===== src/design/nsi_pkg.sv =====
// ----------------------------------------------------------------------------
// nsi_pkg: shared types and lexer helpers for the semicolon inserter
// character classes, keyword table, lexer modes and the front-to-back command
// ----------------------------------------------------------------------------
package nsi_pkg;

    localparam int HOLD_DEPTH_DEF = 32;
    localparam int WORD_LIMIT_DEF = 127;
    localparam int QUEUE_DEPTH    = 4;
    localparam int KW_COUNT       = 29;
    localparam int KW_TRIGGERING  = 5;

    localparam logic [7:0] CH_NL     = 8'h0A;
    localparam logic [7:0] CH_SPACE  = 8'h20;
    localparam logic [7:0] CH_TAB    = 8'h09;
    localparam logic [7:0] CH_CR     = 8'h0D;
    localparam logic [7:0] CH_HASH   = 8'h23;
    localparam logic [7:0] CH_BSLASH = 8'h5C;
    localparam logic [7:0] CH_DQUOTE = 8'h22;
    localparam logic [7:0] CH_SQUOTE = 8'h27;
    localparam logic [7:0] CH_SEMI   = 8'h3B;
    localparam logic [7:0] CH_RPAREN = 8'h29;
    localparam logic [7:0] CH_RBRACK = 8'h5D;
    localparam logic [7:0] CH_DOT    = 8'h2E;
    localparam logic [7:0] CH_UNDER  = 8'h5F;
    localparam logic [7:0] CH_PLUS   = 8'h2B;
    localparam logic [7:0] CH_MINUS  = 8'h2D;

    // keywords, left-justified and padded to nine characters
    localparam logic [71:0] KW_TEXT [KW_COUNT] = '{
        "return   ", "suspend  ", "fail     ", "break    ", "next     ",
        "end      ", "then     ", "else     ", "do       ", "to       ",
        "by       ", "not      ", "of       ", "initial  ", "if       ",
        "while    ", "until    ", "repeat   ", "every    ", "local    ",
        "static   ", "global   ", "procedure", "record   ", "link     ",
        "invocable", "create   ", "case     ", "default  "
    };
    localparam logic [3:0] KW_LEN [KW_COUNT] = '{
        4'd6, 4'd7, 4'd4, 4'd5, 4'd4, 4'd3, 4'd4, 4'd4, 4'd2, 4'd2, 4'd2, 4'd3,
        4'd2, 4'd7, 4'd2, 4'd5, 4'd5, 4'd6, 4'd5, 4'd5, 4'd6, 4'd6, 4'd9, 4'd6,
        4'd4, 4'd9, 4'd6, 4'd4, 4'd7
    };

    typedef enum logic [9:0] {
        M_GAP        = 10'b0000000001,
        M_IDENT      = 10'b0000000010,
        M_INT        = 10'b0000000100,
        M_DOT        = 10'b0000001000,
        M_FRAC       = 10'b0000010000,
        M_EXP_START  = 10'b0000100000,
        M_EXP_DIGITS = 10'b0001000000,
        M_RADIX      = 10'b0010000000,
        M_QUOTED     = 10'b0100000000,
        M_COMMENT    = 10'b1000000000
    } t_mode;

    // output slots of one transaction, in emission order
    typedef enum logic [4:0] {
        P_PRE_SEMI  = 5'b00001,
        P_PRE_BLK   = 5'b00010,
        P_BYTE      = 5'b00100,
        P_POST_SEMI = 5'b01000,
        P_POST_BLK  = 5'b10000
    } t_phase;

    typedef struct packed {
        logic       pre_semi;
        logic       pre_rel;
        logic       emit;
        logic       hold;
        logic       post_semi;
        logic       post_rel;
        logic       ovf;
        logic [7:0] ch;
    } t_cmd;

    function automatic logic is_digit(input logic [7:0] c);
        is_digit = (c >= 8'h30) && (c <= 8'h39);
    endfunction

    function automatic logic is_alpha(input logic [7:0] c);
        is_alpha = ((c >= 8'h61) && (c <= 8'h7A)) || ((c >= 8'h41) && (c <= 8'h5A));
    endfunction

    function automatic logic is_blank(input logic [7:0] c);
        is_blank = (c == CH_SPACE) || (c == CH_TAB) || (c == CH_CR);
    endfunction

    function automatic logic [7:0] kw_char(input int i, input logic [6:0] pos);
        logic [7:0] ch;
        ch = 8'h00;
        if (pos < 7'd9) begin
            ch = KW_TEXT[i][8*(8-int'(pos[3:0])) +: 8];
        end
        kw_char = ch;
    endfunction

    // drop every keyword that cannot match with c at position wl
    function automatic logic [KW_COUNT-1:0] kw_filter(input logic [KW_COUNT-1:0] kc,
                                                      input logic [6:0] wl,
                                                      input logic [7:0] c);
        logic [KW_COUNT-1:0] r;
        r = kc;
        for (int i = 0; i < KW_COUNT; i++) begin
            if (!((wl < 7'(KW_LEN[i])) && (kw_char(i, wl) == c))) begin
                r[i] = 1'b0;
            end
        end
        kw_filter = r;
    endfunction

    function automatic logic word_triggers(input logic [KW_COUNT-1:0] kc,
                                           input logic [6:0] wl);
        logic t;
        t = 1'b1;
        for (int i = KW_TRIGGERING; i < KW_COUNT; i++) begin
            if (kc[i] && (7'(KW_LEN[i]) == wl)) begin
                t = 1'b0;
            end
        end
        word_triggers = t;
    endfunction

endpackage


===== src/design/nsi_front.sv =====
// ----------------------------------------------------------------------------
// nsi_front: lexer front end
// classifies each accepted byte and pushes at most one command to the queue
// ----------------------------------------------------------------------------
module nsi_front
    import nsi_pkg::*;
#(
    parameter int HOLD_DEPTH = HOLD_DEPTH_DEF,
    parameter int WORD_LIMIT = WORD_LIMIT_DEF,
    localparam int CW = $clog2(HOLD_DEPTH + 1)
) (
    input  logic       i_clk,
    input  logic       i_rst_n,
    input  logic       i_valid,
    input  logic [7:0] i_byte,
    input  logic       i_eoi,
    input  logic       i_q_full,
    output logic       o_stall,
    output logic       o_push,
    output t_cmd       o_cmd
);

    t_mode               r_mode, n_mode;
    logic                r_ltt, n_ltt;
    logic [KW_COUNT-1:0] r_kc, n_kc;
    logic [6:0]          r_wl, n_wl;
    logic                r_qk, n_qk;
    logic                r_esc, n_esc;
    logic [CW-1:0]       r_hc, n_hc;
    logic                r_ovf, n_ovf;

    logic accept;
    t_cmd cmd;

    assign o_stall = i_q_full;
    assign accept  = i_valid && !i_q_full;

    always_comb begin
        logic       do_end;
        logic       do_gap;
        logic [7:0] c;
        logic [7:0] delim;
        n_mode = r_mode;
        n_ltt  = r_ltt;
        n_kc   = r_kc;
        n_wl   = r_wl;
        n_qk   = r_qk;
        n_esc  = r_esc;
        n_hc   = r_hc;
        n_ovf  = r_ovf;
        cmd    = '0;
        c      = i_byte;
        cmd.ch = c;
        do_end = 1'b0;
        do_gap = 1'b0;
        delim  = r_qk ? CH_SQUOTE : CH_DQUOTE;

        case (r_mode)
            M_COMMENT: begin
                cmd.emit = 1'b1;
                if (c == CH_NL) begin
                    n_mode = M_GAP;
                    n_ltt  = 1'b0;
                end
            end
            M_QUOTED: begin
                if (c == CH_NL) begin
                    do_end = 1'b1;
                end else begin
                    cmd.emit = 1'b1;
                    if (r_esc) begin
                        n_esc = 1'b0;
                    end else if (c == CH_BSLASH) begin
                        n_esc = 1'b1;
                    end else if (c == delim) begin
                        n_ltt  = 1'b1;
                        n_mode = M_GAP;
                    end
                end
            end
            M_IDENT: begin
                if ((is_digit(c) || is_alpha(c) || c == CH_UNDER)
                    && (r_wl < 7'(WORD_LIMIT))) begin
                    cmd.emit = 1'b1;
                    n_kc     = kw_filter(r_kc, r_wl, c);
                    n_wl     = (r_wl < 7'd127) ? r_wl + 7'd1 : r_wl;
                end else begin
                    do_end = 1'b1;
                end
            end
            M_INT: begin
                cmd.emit = 1'b1;
                if (is_digit(c)) begin
                    n_mode = M_INT;
                end else if (c == 8'h72 || c == 8'h52) begin
                    n_mode = M_RADIX;
                end else if (c == CH_DOT) begin
                    n_mode = M_DOT;
                end else if (c == 8'h65 || c == 8'h45) begin
                    n_mode = M_EXP_START;
                end else begin
                    cmd.emit = 1'b0;
                    do_end   = 1'b1;
                end
            end
            M_DOT: begin
                if (is_digit(c)) begin
                    cmd.emit = 1'b1;
                    n_mode   = M_FRAC;
                end else begin
                    do_end = 1'b1;
                end
            end
            M_FRAC: begin
                cmd.emit = 1'b1;
                if (c == 8'h65 || c == 8'h45) begin
                    n_mode = M_EXP_START;
                end else if (!is_digit(c)) begin
                    cmd.emit = 1'b0;
                    do_end   = 1'b1;
                end
            end
            M_EXP_START: begin
                if (c == CH_PLUS || c == CH_MINUS || is_digit(c)) begin
                    cmd.emit = 1'b1;
                    n_mode   = M_EXP_DIGITS;
                end else begin
                    do_end = 1'b1;
                end
            end
            M_EXP_DIGITS: begin
                if (is_digit(c)) begin
                    cmd.emit = 1'b1;
                end else begin
                    do_end = 1'b1;
                end
            end
            M_RADIX: begin
                if (is_digit(c) || is_alpha(c)) begin
                    cmd.emit = 1'b1;
                end else begin
                    do_end = 1'b1;
                end
            end
            default: begin
                do_gap = 1'b1;
            end
        endcase

        if (do_end) begin
            if (r_mode == M_IDENT) begin
                n_ltt = word_triggers(r_kc, r_wl);
            end else if (r_mode == M_DOT) begin
                n_ltt = 1'b0;
            end else begin
                n_ltt = 1'b1;
            end
            n_mode = M_GAP;
            n_esc  = 1'b0;
            do_gap = 1'b1;
        end

        if (do_gap) begin
            n_mode = M_GAP;
            if (c == CH_NL) begin
                cmd.pre_semi = n_ltt;
                cmd.pre_rel  = 1'b1;
                cmd.emit     = 1'b1;
                n_hc         = '0;
                n_ltt        = 1'b0;
            end else if (is_blank(c)) begin
                if (n_ltt) begin
                    if (r_hc < CW'(HOLD_DEPTH)) begin
                        cmd.hold = 1'b1;
                        n_hc     = r_hc + CW'(1);
                    end else begin
                        n_ovf = 1'b1;
                    end
                end else begin
                    cmd.emit = 1'b1;
                end
            end else if (c == CH_HASH) begin
                cmd.pre_semi = n_ltt;
                cmd.pre_rel  = 1'b1;
                cmd.emit     = 1'b1;
                n_hc         = '0;
                n_ltt        = 1'b0;
                n_mode       = M_COMMENT;
            end else begin
                cmd.pre_rel = 1'b1;
                cmd.emit    = 1'b1;
                n_hc        = '0;
                n_ltt       = 1'b0;
                if (c == CH_DQUOTE || c == CH_SQUOTE) begin
                    n_qk   = (c == CH_SQUOTE);
                    n_esc  = 1'b0;
                    n_mode = M_QUOTED;
                end else if (is_digit(c)) begin
                    n_mode = M_INT;
                end else if (is_alpha(c) || c == CH_UNDER) begin
                    n_kc   = kw_filter('1, 7'd0, c);
                    n_wl   = 7'd1;
                    n_mode = M_IDENT;
                end else begin
                    n_ltt = (c == CH_RPAREN) || (c == CH_RBRACK);
                end
            end
        end

        // end of text closes the open line without a newline
        if (i_eoi) begin
            if (n_mode != M_COMMENT) begin
                if (n_mode == M_IDENT) begin
                    n_ltt = word_triggers(n_kc, n_wl);
                end else if (n_mode == M_DOT) begin
                    n_ltt = 1'b0;
                end else if (n_mode != M_GAP) begin
                    n_ltt = 1'b1;
                end
                cmd.post_semi = n_ltt;
                cmd.post_rel  = 1'b1;
            end
            n_mode = M_GAP;
            n_ltt  = 1'b0;
            n_kc   = '1;
            n_wl   = 7'd0;
            n_qk   = 1'b0;
            n_esc  = 1'b0;
            n_hc   = '0;
        end
        cmd.ovf = n_ovf;
    end

    assign o_cmd  = cmd;
    assign o_push = accept && (cmd.pre_semi || cmd.emit || cmd.hold || cmd.post_semi
                    || ((cmd.pre_rel || cmd.post_rel) && (r_hc != '0)));

    always_ff @(posedge i_clk) begin
        if (!i_rst_n) begin
            r_mode <= M_GAP;
            r_ltt  <= 1'b0;
            r_kc   <= '1;
            r_wl   <= 7'd0;
            r_qk   <= 1'b0;
            r_esc  <= 1'b0;
            r_hc   <= '0;
            r_ovf  <= 1'b0;
        end else if (accept) begin
            r_mode <= n_mode;
            r_ltt  <= n_ltt;
            r_kc   <= n_kc;
            r_wl   <= n_wl;
            r_qk   <= n_qk;
            r_esc  <= n_esc;
            r_hc   <= n_hc;
            r_ovf  <= n_ovf;
        end
    end

endmodule


===== src/design/nsi_queue.sv =====
// ----------------------------------------------------------------------------
// nsi_queue: command queue
// small fifo that decouples the lexer from the byte emitter
// ----------------------------------------------------------------------------
module nsi_queue
    import nsi_pkg::*;
(
    input  logic i_clk,
    input  logic i_rst_n,
    input  logic i_push,
    input  t_cmd i_cmd,
    input  logic i_pop,
    output logic o_full,
    output logic o_empty,
    output t_cmd o_head
);

    localparam int PW = $clog2(QUEUE_DEPTH);

    t_cmd          r_mem [QUEUE_DEPTH];
    logic [PW-1:0] r_wp, r_rp;
    logic [PW:0]   r_cnt;

    assign o_full  = (r_cnt == (PW+1)'(QUEUE_DEPTH));
    assign o_empty = (r_cnt == '0);
    assign o_head  = r_mem[r_rp];

    always_ff @(posedge i_clk) begin
        if (i_push) begin
            r_mem[r_wp] <= i_cmd;
        end
    end

    always_ff @(posedge i_clk) begin
        if (!i_rst_n) begin
            r_wp  <= '0;
            r_rp  <= '0;
            r_cnt <= '0;
        end else begin
            if (i_push) begin
                r_wp <= r_wp + PW'(1);
            end
            if (i_pop) begin
                r_rp <= r_rp + PW'(1);
            end
            r_cnt <= r_cnt + (PW+1)'(i_push) - (PW+1)'(i_pop);
        end
    end

endmodule


===== src/design/nsi_back.sv =====
// ----------------------------------------------------------------------------
// nsi_back: byte emitter
// walks each command slot by slot, keeps the held blanks, drives the output
// ----------------------------------------------------------------------------
module nsi_back
    import nsi_pkg::*;
#(
    parameter int HOLD_DEPTH = HOLD_DEPTH_DEF,
    localparam int CW = $clog2(HOLD_DEPTH + 1),
    localparam int AW = (HOLD_DEPTH > 1) ? $clog2(HOLD_DEPTH) : 1
) (
    input  logic       i_clk,
    input  logic       i_rst_n,
    input  t_cmd       i_head,
    input  logic       i_empty,
    output logic       o_pop,
    output logic [CW-1:0] o_held,
    output logic       o_valid,
    input  logic       i_stall,
    output logic [7:0] o_byte,
    output logic       o_last,
    output logic       o_ovf
);

    logic [7:0]    r_buf [HOLD_DEPTH];
    t_phase        r_phase, n_phase;
    logic [CW-1:0] r_idx, n_idx;
    logic [CW-1:0] r_cnt;
    logic          r_ov;
    logic [7:0]    r_byte;
    logic          r_last, r_ovf;

    logic [4:0]    ge, avail, sel;
    logic [CW-1:0] n4, base_mid;
    logic [CW:0]   idx_inc;
    logic          found, more, stay, go, load;
    logic [7:0]    data;

    assign base_mid = i_head.pre_rel ? '0 : r_cnt;
    assign n4       = base_mid + CW'(i_head.hold);
    assign idx_inc  = {1'b0, r_idx} + (CW+1)'(1);

    // slots at or after the current phase
    assign ge[0] = r_phase[0];
    assign ge[1] = |r_phase[1:0];
    assign ge[2] = |r_phase[2:0];
    assign ge[3] = |r_phase[3:0];
    assign ge[4] = 1'b1;

    always_comb begin
        logic [CW-1:0] i1, i4;
        i1 = r_phase[1] ? r_idx : '0;
        i4 = r_phase[4] ? r_idx : '0;
        avail[0] = i_head.pre_semi;
        avail[1] = i_head.pre_rel && (i1 < r_cnt);
        avail[2] = i_head.emit;
        avail[3] = i_head.post_semi;
        avail[4] = i_head.post_rel && (i4 < n4);
        avail    = avail & ge & {5{!i_empty}};
    end

    assign sel   = avail & (~avail + 5'd1);
    assign found = |sel;
    assign stay  = (sel[1] && (idx_inc < {1'b0, r_cnt}))
                || (sel[4] && (idx_inc < {1'b0, n4}));
    assign more  = stay || (|(avail & ~(sel | (sel - 5'd1))));
    assign go    = !r_ov || !i_stall;
    assign load  = go && found;
    assign o_pop = !i_empty && (!found || (load && !more));

    always_comb begin
        data = CH_SEMI;
        if (sel[2]) begin
            data = i_head.ch;
        end else if (sel[1] || sel[4]) begin
            // a blank held by this same transaction is read from the command
            if (sel[4] && i_head.hold && (r_idx == r_cnt)) begin
                data = i_head.ch;
            end else begin
                data = r_buf[r_idx[AW-1:0]];
            end
        end
    end

    always_comb begin
        n_phase = r_phase;
        n_idx   = r_idx;
        if (o_pop) begin
            n_phase = P_PRE_SEMI;
            n_idx   = '0;
        end else if (load) begin
            if (stay) begin
                n_idx = idx_inc[CW-1:0];
            end else begin
                n_phase = t_phase'(sel << 1);
                n_idx   = '0;
            end
        end
    end

    always_ff @(posedge i_clk) begin
        if (o_pop && i_head.hold) begin
            r_buf[r_cnt[AW-1:0]] <= i_head.ch;
        end
        if (load) begin
            r_byte <= data;
            r_last <= !more;
            r_ovf  <= i_head.ovf;
        end
    end

    always_ff @(posedge i_clk) begin
        if (!i_rst_n) begin
            r_phase <= P_PRE_SEMI;
            r_idx   <= '0;
            r_cnt   <= '0;
            r_ov    <= 1'b0;
        end else begin
            r_phase <= n_phase;
            r_idx   <= n_idx;
            if (go) begin
                r_ov <= found;
            end
            if (o_pop) begin
                r_cnt <= i_head.post_rel ? '0 : n4;
            end
        end
    end

    assign o_held  = r_cnt;
    assign o_valid = r_ov;
    assign o_byte  = r_byte;
    assign o_last  = r_last;
    assign o_ovf   = r_ovf;

endmodule


===== src/design/newline_semicolon_inserter.sv =====
// ----------------------------------------------------------------------------
// newline_semicolon_inserter: echoes source bytes, adds ';' at line ends
// lexer front end, command queue and byte emitter
// ----------------------------------------------------------------------------
// One byte is taken per cycle until the four-entry command queue fills,
// which happens while the emitter works through a line-end burst of up to
// HOLD_DEPTH + 2 bytes (';', held blanks, the byte itself) or while the
// output side is stalled; each output byte is held in a register, and the
// emitter loads the next one as soon as the current one is taken. Blanks
// after a triggering token are held, not echoed, until the next byte decides
// where the ';' goes; blanks beyond HOLD_DEPTH are dropped and o_overflow
// stays high from then on. o_last_of_run marks the final byte caused by one
// input transaction; a transaction may cause no output at all.
module newline_semicolon_inserter
    import nsi_pkg::*;
#(
    parameter int HOLD_DEPTH = HOLD_DEPTH_DEF,
    parameter int WORD_LIMIT = WORD_LIMIT_DEF
) (
    input  logic       i_clk,
    input  logic       i_rst_n,
    input  logic       i_in_valid,
    output logic       o_in_stall,
    input  logic [7:0] i_in_byte,
    input  logic       i_end_of_input,
    output logic       o_out_valid,
    input  logic       i_out_stall,
    output logic [7:0] o_out_byte,
    output logic       o_last_of_run,
    output logic       o_overflow
);

    localparam int CW = $clog2(HOLD_DEPTH + 1);

    logic          q_push, q_pop, q_full, q_empty;
    t_cmd          q_in, q_head;
    logic [CW-1:0] held;

    nsi_front #(
        .HOLD_DEPTH (HOLD_DEPTH),
        .WORD_LIMIT (WORD_LIMIT)
    ) u_front (
        .i_clk    (i_clk),
        .i_rst_n  (i_rst_n),
        .i_valid  (i_in_valid),
        .i_byte   (i_in_byte),
        .i_eoi    (i_end_of_input),
        .i_q_full (q_full),
        .o_stall  (o_in_stall),
        .o_push   (q_push),
        .o_cmd    (q_in)
    );

    nsi_queue u_queue (
        .i_clk   (i_clk),
        .i_rst_n (i_rst_n),
        .i_push  (q_push),
        .i_cmd   (q_in),
        .i_pop   (q_pop),
        .o_full  (q_full),
        .o_empty (q_empty),
        .o_head  (q_head)
    );

    nsi_back #(
        .HOLD_DEPTH (HOLD_DEPTH)
    ) u_back (
        .i_clk   (i_clk),
        .i_rst_n (i_rst_n),
        .i_head  (q_head),
        .i_empty (q_empty),
        .o_pop   (q_pop),
        .o_held  (held),
        .o_valid (o_out_valid),
        .i_stall (i_out_stall),
        .o_byte  (o_out_byte),
        .o_last  (o_last_of_run),
        .o_ovf   (o_overflow)
    );

`ifndef SYNTH
    // the lexer never pushes into a full queue
    a_no_push_full: assert property (@(posedge i_clk) disable iff (!i_rst_n)
        !(q_push && q_full)) else $error("command pushed into full queue");

    // the emitter never pops an empty queue
    a_no_pop_empty: assert property (@(posedge i_clk) disable iff (!i_rst_n)
        !(q_pop && q_empty)) else $error("command popped from empty queue");

    // held blank count stays within the buffer
    a_held_bound: assert property (@(posedge i_clk) disable iff (!i_rst_n)
        held <= CW'(HOLD_DEPTH)) else $error("held blank count out of range");

    // once reported, overflow stays reported on later output bytes
    a_ovf_sticky: assert property (@(posedge i_clk) disable iff (!i_rst_n)
        (o_out_valid && !i_out_stall && o_overflow) |=> (!o_out_valid || o_overflow))
        else $error("overflow flag cleared");
`endif

endmodule


===== config.mk =====
export PLATFORM = sky130hd
export DESIGN_NAME = newline_semicolon_inserter
export DESIGN_NICKNAME = d
export VERILOG_FILES = /design/src/design/nsi_pkg.sv /design/src/design/nsi_front.sv /design/src/design/nsi_queue.sv /design/src/design/nsi_back.sv /design/src/design/newline_semicolon_inserter.sv
export SDC_FILE = /design/constraint.sdc
export NUM_CORES = 1
export LEC_CHECK = 0
export BUFFER_PORTS_ARGS = -buffer_cell sky130_fd_sc_hd__buf_2
export CAP_MARGIN = 40
export CORE_UTILIZATION = 62
export CTS_BUF_LIST = sky130_fd_sc_hd__clkbuf_4 sky130_fd_sc_hd__clkbuf_8
export DETAILED_ROUTE_END_ITERATION = 7
export PLACE_DENSITY_LB_ADDON = 0.05
export SLEW_MARGIN = 40
export SYNTH_ARGS = -nofsm -noshare
export SYNTH_HDL_FRONTEND = slang
export SYNTH_SLANG_ARGS = --single-unit

===== constraint.sdc =====
create_clock -name i_clk -period 12.1 [get_ports i_clk]
set_input_delay 0.605 -clock i_clk [delete_from_list [all_inputs] [get_ports i_clk]]
set_output_delay 0.605 -clock i_clk [all_outputs]
set_load 0.1 [all_outputs]

; Word level (Yosys, flattened, before mapping)
; Memory sizes are Yosys's and may differ from the RTL's. A register that Yosys moved wholly into a read port is not among the register bits.
; Index checks and enable logic that the tools add are counted.
[totals]
reg_bits = 91
mem_bits_rw = 316
inputBits = 13
output_inout_bits = 12
mem_count = 2
[op_classes]
addsub = 11
order_cmp = 19
n_eq_ne = 98
shift = 29
mux = 435
bitwise = 9
n_reduce_logical = 137
[memory_table]
columns = memory, depth, width, rd, rd_ports_with_merged_regs, wr, line
row1 = u_back.r_buf, 32, 8, 1, 1, 1, nsi_back.sv:25  ; logic [7:0] r_buf [HOLD_DEPTH];
row2 = u_queue.r_mem, 4, 15, 1, 1, 1, nsi_queue.sv:20  ; t_cmd r_mem [QUEUE_DEPTH];
[ops]
columns = cell, n
row1 = $shiftx 72x32->8 const A, 29
row2 = $mux 8, 202
row3 = $eq 8x8->1, 46
row4 = $mux 29, 10
row5 = $mux 10, 19
row6 = $mux 1, 167
row7 = $logic_and 1x1->1, 94
row8 = $mux 7, 11
row9 = $mux 6, 11
row10 = $eq 8x6->1 const B, 8
row11 = $pmux 10 s6, 1
row12 = $eq 3x7->1 const A, 8
row13 = $eq 8x7->1 const B, 7
row14 = $eq 2x7->1 const A, 4
row15 = $lt 7x3->1 const B, 4
row16 = $eq 8x4->1 const B, 3
row17 = $logic_or 1x1->1, 22
row18 = $and 5x5->5, 4
row19 = $eq 10x2->1 const B, 2
row20 = $eq 10x4->1 const B, 2
row21 = $ge 8x7->1 const B, 2
row22 = $le 8x7->1 const B, 2
row23 = $eq 4x7->1 const A, 2
row24 = $lt 7x2->1 const B, 2
row25 = 53 further kinds, 76

; Longest topological paths before layout
; Gate-level depths: netlist of the first run.
[logic_depth]
depth_word = 54
depth_mapped = 27

; Cells and area by module
; A second synthesis of the first run with hierarchy kept.
[hier_totals]
hier_cells = 1753
hier_area_um2 = 21458.1
[modules_own_cells]
columns = mod, n_inst, cells_per_inst, area_each_um2, seq_area_each_um2
row1 = nsi_back, 1, 664, 12195.4, 8448.1
row2 = nsi_front, 1, 969, 6631.4, 1021.0
row3 = nsi_queue, 1, 120, 2631.3, 1981.9

; Worst setup path after synthesis of the first run
; OpenSTA, ideal clock, no wires.
[synth_timing]
kind = flip-flop to flip-flop
from = register (tool-made name)
to = register u_queue.r_cnt[2]
setup_time_ps = 115
arrival_time_ps = 5647
path_slack_ps = 6338
stages_incl_launch_ff = 27
path_buffers = 4
period_less_slack_ps = 5762
path_cell_list = dfxtp_1 > clkbuf_1 > clkbuf_1 > mux2i_1 > nand2_1 > o21ai_0 > clkbuf_1 > inv_1 > ha_1 > ha_1 > inv_1 > ha_1 > a21o_1 > a21o_1 > a21o_1 > a21o_1 > a2111oi_2 > o32a_1 > o31a_1 > buf_2 > clkinv_1 > ha_1 > inv_1 > ha_1 > fa_1 > xnor2_1 > and2_1
[synth_lines]
columns = item, line
row1 = end signal: assignment, nsi_queue.sv:46  ; r_cnt <= r_cnt + (PW+1)'(i_push) - (PW+1)'(i_pop);
row2 = end: declaration, nsi_queue.sv:22  ; logic [PW:0] r_cnt;

==> flow_metrics.py, run 1 <==
metrics = {
    "worst_setup_path": {
        "critical_path_peak_fanout": 20,
        "cp.required_ns": 12.59,
        "r2r_slack_ns": 5.70,
        "critPathLaunchType": "register",
        "crit_type": "reg -> reg",
        "end_kind": "register",
        "arrival_ns": 6.89,
    },
    "final_layout": {
        "diodes": 0,
        "synthToLayoutAreaGrowth_pct": 8.78,
        "fin_nets": 1817,
        "fill_cells": 2429,
        "final_cells": 2268,
        "drive_gt1_share_pct": 16.9,
        "ff_latch_area_mm2": 0.0115,
        "multiInputGateArea_mm2": 0.00909,
    },
    "clock_network": {
        "cts_max_path_buffers": 3,
        "clock_sinks": 409,
        "htree_levels": 3,
        "cts_root_buffer": "clkbuf_8",
        "clk_latency_ns": 0.62,
        "clk_pin_slew_ns": 0.06,
        "cts_setup_buffers": 0,
        "cts_tree": "done",
        "cts_resized": 0,
        "hold_buffers": 0,
        "numCtsBuffers": 67,
    },
    "global_routing": {
        "antenna_found_initial": 0,
        "grt_remaining_overflow": 0,
        "grt_first_pass_wirelength_mm": 88.7,
        "grt_pass1_vias": 14845,
        "grt_max_degree": 68,
        "grt.total_usage_pct": 33.3,
    },
    "power": {
        "p_leak_nw": 7.39,
        "finalPower_mw": 4.01,
        "p_per_area_mw_per_mm2": 174,
        "peakVddDrop_mv": 0.147,
    },
    "synthesis": {
        "synth-seq-cells": 409,
        "synthMuxAreaShare_pct": 11.4,
        "yosysTopAreaCellShare_pct": 46.3,
        "synth_top_family_by_area": "simple AND/OR/NAND/NOR gates",
        "synth_area_leaders": "edfxtp_1, mux4_2, dfxtp_1",
        "ys_warn_count": 0,
        "async_flop_share_pct": 0,
        "synth_area_mm2": 0.0211,
        "synth-edff-count": 326,
        "synth_ff_type": "edfxtp_1",
        "synth_xor_area_share_pct": 3.07,
        "syn_area_per_cell_um2": 11.9,
        "synthDistinctLibCells": 85,
        "synth_nets": 1825,
        "synth_top_area_cell": "edfxtp_1",
        "synthCells": 1776,
        "synth_compound_area_share_pct": 11.2,
        "synthAdderAreaFrac_pct": 2.21,
        "synth-simple-area-share_pct": 14.9,
        "synth-seq-area-share_pct": 54.2,
    },
    "sta": {
        "min_period_over_period_pct": 52.9,
        "setup-violations-final": 0,
        "relSlewSlack_pct": 37.4,
        "hold_viol_final": 0,
        "rsz0062_at_grt": "false",
        "fin_setup_tns_ns": 0,
        "fin_crit_ns": 6.40,
        "tightest_slew_ns": 0.927,
        "maxSlewViolCount": 0,
        "max_freq_mhz": 156,
        "finClkSkew_ns": 0.0400,
    },
    "routing": {
        "via_count": 15549,
        "wirelength_mm": 57.4,
        "dr.pass1.iters": 8,
        "drc_errors": 0,
        "vias_per_cell": 6.86,
        "first_iter_violations": 1792,
        "wl_per_cell_um": 25.3,
        "postRouteAntennaNets": 0,
    },
    "floorplanning": {
        "fp.dieW_um": 187,
        "pin_count": 25,
        "rows": 67,
        "die_height_um": 187,
        "die-area_mm2": 0.0348,
        "initial_core_util_pct": 63.0,
        "coreArea_mm2": 0.0335,
    },
    "run_status": {
        "outcome": "completed",
    },
    "place": {
        "io_buffers": 24,
        "dp.cells": 2147,
        "post-dp-hpwl_mm": 37.7,
        "gp_congestion": 0.979,
    },
    "run": {
        "maxCapViolations": 0,
    },
    "hold_path": {
        "hold_path_class": "in -> reg",
    },
}
-- flip-flops by register name, summed over array words and instances, names as in the netlist, named ones only --
register / flops
u_queue.r_rp: 2
u_back.r_phase: 5
u_back.o_held: 6
u_queue.r_wp: 2
u_front.r_mode: 10
u_queue.r_cnt: 3
u_front.r_kc: 24
u_back.r_idx: 6
u_back.r_buf: 256
u_front.r_hc: 6
u_front.r_ovf: 1
u_back.o_ovf: 1
u_front.r_esc: 1
u_front.r_wl: 7
u_queue.r_mem: 60
u_back.o_valid: 1
u_front.r_ltt: 1
u_back.o_byte: 8
u_front.r_qk: 1
u_back.o_last: 1
-- cells in the mapped netlist (13+ instances only) --
| master | number |
|---|---|
| edfxtp_1 | 326 |
| nand2_1 | 140 |
| nor2_1 | 126 |
| clkbuf_1 | 102 |
| mux4_2 | 92 |
| dfxtp_1 | 83 |
| o21ai_0 | 82 |
| a21oi_1 | 73 |
| nand3_1 | 63 |
| xnor2_1 | 60 |
| nor3_1 | 50 |
| ha_1 | 35 |
| nor4_1 | 33 |
| inv_1 | 32 |
| and2_1 | 29 |
| nand4_1 | 29 |
| nor2b_1 | 29 |
| buf_1 | 25 |
| mux2i_1 | 24 |
| o22ai_1 | 19 |
| o211ai_1 | 17 |
| nand2b_1 | 16 |
| or3_1 | 16 |
| a21o_1 | 15 |
| a211oi_1 | 14 |
| xor2_1 | 14 |
| or4_1 | 13 |
-- metrics by stage --
| stage | worst slack, ns | hold WS (ns) | utilization [%] | cell area (µm²) |
|---|---|---|---|---|
| 6_report | 5.70 | 0.449 | 68.6 | 23000 |
| 5_1_grt | 5.16 | 0.427 | 68.6 | 23000 |
| 4_1_cts | 5.47 | 0.405 | 68.5 | 23000 |
| 3_5_place_dp | 5.47 | 0.446 | 64.3 | 21600 |
| 3_3_place_gp | 5.60 | 0.439 | 64.3 | 21600 |
| 2_1_floorplan | 6.34 | 0.432 | - | 21100 |
-- worst max-delay path: stages (launching register included) --
cell and delay [ns]:
dfxtp_2 0.62, mux2_2 0.39, o21ai_0 0.15, buf_4 0.20, inv_1 0.09, ha_1 0.23
ha_1 0.21, xnor2_1 0.32, ha_1 0.30, a21o_1 0.16, a21o_1 0.17, a21o_1 0.18
a2111oi_2 0.66, o32a_1 0.25, o31a_1 0.60, clkinv_1 0.46, ha_1 0.40, inv_1 0.04
ha_1 0.19, fa_1 0.40, xnor2_1 0.13, and2_1 0.15
-- area by class of cell --
type | instances | area share, %
clock buffers | 95 | 5.09
well taps | 448 | 2.44
clock inverters | 26 | 0.920
repair buffers | 56 | 1.59
multi-input cells | 1198 | 39.6
inverters | 36 | 0.588
flip-flops and latches | 409 | 49.8
-- metal layers --
metal | vias up | global-route usage (%) | wire length (µm)
met1 | 7618 | 45.4 | 23100
met2 | 899 | 53.4 | 27500
met4 | 0 | 13.8 | 2110
met3 | 168 | 5.59 | 4690
li1 | 6864 | - | -
met5 | - | 0 | 0
-- cell usage in the layout (no fill, tap or decap), types with 12 or more instances in the layout --
cell type | netlist | layout
clkbuf_8 | 0 | 73
o211ai_1 | 17 | 17
mux2i_1 | 24 | 24
inv_1 | 32 | 32
dfxtp_1 | 83 | 80
mux4_2 | 92 | 92
and2_1 | 29 | 29
nor3b_1 | 12 | 12
nand2_1 | 140 | 140
or3_1 | 16 | 16
nor4_1 | 33 | 31
nor3_1 | 50 | 48
edfxtp_1 | 326 | 326
xor2_1 | 14 | 14
xnor2_1 | 60 | 60
or4_1 | 13 | 13
buf_4 | 0 | 32
a21oi_1 | 73 | 73
clkinv_1 | 3 | 13
ha_1 | 35 | 35
clkbuf_4 | 0 | 22
a211oi_1 | 14 | 14
buf_2 | 4 | 23
o22ai_1 | 19 | 19
nand4_1 | 29 | 29
nand2b_1 | 16 | 15
nor2_1 | 126 | 124
nand3_1 | 63 | 63
a21o_1 | 15 | 15
nor2b_1 | 29 | 28
o21ai_0 | 82 | 82
-- where the power goes --
group          switching (mW)  leakage, nW  internal (mW)
registers              0.0414         3.62           1.74
logic                   0.732         3.04          0.260
clock network           0.547        0.730          0.692
total                    1.32         7.39           2.69
-- final timing paths --
path / start / end / cells past startpoint
max reg2reg: register / u_queue.r_cnt[2] / 21
max: register / u_queue.r_cnt[2] / 21
min: i_in_byte[7] / u_queue.r_mem[1][7] / 1
min reg2reg: u_front.r_ovf / u_front.r_ovf / 1
-- logic make-up (layout without fill, tap and decap cells) --
logic type | after synthesis | count (layout)
AND/OR/NAND/NOR | 610 | 610
flip-flops | 409 | 409
AO/OA/AOI/OAI | 352 | 352
buffers and inverters | 169 | 213
multiplexers | 125 | 125
XOR/XNOR | 74 | 74
adder cells (fa/ha/maj) | 37 | 37
Note: power is estimated with default switching activity, not from simulation.
==> inputs of run 2 (changes only) <==
ABC_AREA = 1   (was not set)
clock period = 6.3 ns   (was 12.1 ns; I/O delays follow)
==> run 2 against run 1 <==
  * Register-to-register slack lost 4.7 ns
  * Combinational power grew 130%
  * Clock skew is essentially flat
  * Cell count grew 31%
  * Largest power group unchanged
  * Non-clock buffer count shrank 3
  * Via count grew 20%
  * Sequential power grew 100%
==> flow_metrics.py, run 2 <==
metrics = {
    "sta": {
        "hold_viol_final": 0,
        "fin_crit_ns": 5.28,
        "maxSlewViolCount": 0,
        "min_period_over_period_pct": 83.8,
        "relSlewSlack_pct": 51.0,
        "max_freq_mhz": 189,
        "setup-violations-final": 0,
        "fin_setup_tns_ns": 0,
        "finClkSkew_ns": 0.0404,
        "rsz0062_at_grt": "false",
        "tightest_slew_ns": 0.731,
    },
    "worst_setup_path": {
        "arrival_ns": 5.79,
        "cp.required_ns": 6.81,
        "crit_type": "reg -> reg",
        "end_kind": "register",
        "critPathLaunchType": "register",
        "critical_path_peak_fanout": 18,
    },
    "place": {
        "post-dp-hpwl_mm": 42.2,
        "placed_area_mm2": 0.0218,
        "gp_congestion": 0.967,
        "io_buffers": 24,
    },
    "power": {
        "p_per_area_mw_per_mm2": 355,
        "p_leak_nw": 8.92,
        "peakVddDrop_mv": 0.303,
    },
    "final_layout": {
        "final_common_cell": "nand2_1",
        "synthToLayoutAreaGrowth_pct": 8.41,
        "final_cell_mix": "nand2_1, nor2_1, edfxtp_1",
        "final_area_mm2": 0.0232,
        "largest_reg_flops": 256,
        "fill_cells": 2701,
        "drive_gt1_share_pct": 10.3,
        "diodes": 0,
        "fin_nets": 2515,
    },
    "synthesis": {
        "synth_ff_type": "edfxtp_1",
        "synth-seq-area-share_pct": 53.5,
        "async_flop_share_pct": 0,
        "synth_top_area_cell": "edfxtp_1",
        "synth_area_leaders": "edfxtp_1, nand2_1, dfxtp_1",
        "synth-seq-cells": 409,
        "yosysMostFrequentCell": "nand2_1",
        "syn_area_per_cell_um2": 8.68,
        "synth_nets": 2514,
        "synth-edff-count": 326,
        "yosysTopAreaCellShare_pct": 45.7,
        "synthCells": 2465,
        "synthDistinctLibCells": 60,
        "synth_common_cells": "nand2_1, nor2_1, edfxtp_1, o21ai_0, nand3_1",
        "synth_area_mm2": 0.0214,
        "ys_warn_count": 0,
    },
    "clock_network": {
        "cts_setup_buffers": 0,
        "htree_levels": 3,
        "clk_pin_slew_ns": 0.07,
        "clk_latency_ns": 0.65,
        "cts_tree": "done",
        "cts_root_buffer": "clkbuf_8",
        "cts_max_path_buffers": 3,
        "numCtsBuffers": 68,
        "clock_sinks": 409,
    },
    "routing": {
        "first_iter_violations": 2102,
        "postRouteAntennaNets": 0,
        "via_count": 18642,
        "dr.pass1.iters": 8,
        "wl_per_cell_um": 21.4,
        "drc_errors": 0,
        "vias_per_cell": 6.29,
        "wirelength_mm": 63.5,
    },
    "run_status": {
        "outcome": "completed",
    },
    "floorplanning": {
        "initial_core_util_pct": 63.4,
        "die-area_mm2": 0.0353,
        "die_height_um": 188,
        "coreArea_mm2": 0.0338,
        "rows": 67,
        "pin_count": 25,
        "fp.dieW_um": 188,
    },
    "hold_path": {
        "hold_path_class": "in -> reg",
    },
    "global_routing": {
        "grt.total_usage_pct": 36.3,
        "grt_max_degree": 72,
        "grt_first_pass_wirelength_mm": 98.3,
        "grt_pass1_vias": 17854,
        "antenna_found_initial": 0,
        "grt_remaining_overflow": 0,
    },
    "run": {
        "maxCapViolations": 0,
    },
}
[run 2: worst max-delay path, stage by stage (launching register included)]
cell,delay [ns]
dfxtp_1,0.31
inv_1,0.39
buf_4,0.27
nand2_1,0.08
a32oi_2,0.38
nor2_1,0.08
ha_1,0.23
ha_1,0.22
xnor2_1,0.31
ha_1,0.31
a21oi_1,0.13
nand2_1,0.07
a21oi_1,0.14
nor2_1,0.05
o21ai_0,0.15
nand3b_1,0.09
nor2_1,0.11
nor2_1,0.06
nand3_1,0.09
nand2_1,0.06
nand2_2,0.18
clkinv_1,0.25
ha_1,0.35
inv_1,0.04
ha_1,0.19
fa_1,0.40
o21ai_0,0.17
a21oi_1,0.06
[run 2: worst paths after layout]
kind | from | end | slack [ns] | cells past startpoint
max | register | u_queue.r_cnt[2] | 1.02 | 27
min | i_in_byte[5] | u_queue.r_mem[2][5] | 0.10 | 1
max reg2reg | register | u_queue.r_cnt[2] | 1.02 | 27
min reg2reg | u_front.r_ovf | u_front.r_ovf | 0.47 | 2
[run 2: power breakdown]
group,switching (mW),internal [mW],total [mW]
combinational,1.82,0.488,2.31
clock,1.10,1.25,2.34
sequential,0.0967,3.48,3.58
total,3.02,5.22,8.23
[run 2: cell families after synthesis]
group	count (synthesis)	share of synthesized area (%)
buffers and inverters	316	6.01
adder cells (fa/ha/maj)	36	2.14
flip-flops	409	53.5
AO/OA/AOI/OAI	476	13.1
AND/OR/NAND/NOR	1201	24.1
XOR/XNOR	27	1.10
[run 2: routing by layer]
metal / track usage [%] / wire length [µm]
met3: 5.97 / 5870
met4: 20.4 / 3210
met2: 58.5 / 29700
met1: 46.9 / 24700
met5: 0 / 0
[run 2: stage by stage]
stage               utilization [%]  instances  setup slack [ns]  hold WS [ns]  total power [mW]
finish                         68.7       2965              1.02         0.102              8.23
global route                   68.7       2965             0.558        0.0636              8.55
floorplan                         -       2465              1.94         0.414              5.08
global placement               64.5       2843              1.19         0.455              5.87
detailed placement             64.6       2843              1.03         0.465              5.90
CTS                            68.6       2965              1.01        0.0714              8.23
[run 2: layout make-up]
cell class	count	area (µm²)	share of cell area, %
well taps	448	561	2.42
clock buffers	99	1200	5.17
clock inverters	22	168	0.723
multi-input cells	1740	8740	37.7
repair buffers	53	340	1.47
flip-flops and latches	409	11500	49.4
inverters	194	739	3.19
[run 2: timing repair]
item	4_1_cts	5_1_grt
endpoints found under the setup margin	0	0
hold buffers	1	0
endpoints found under the hold margin	1	0
resized for setup	0	0
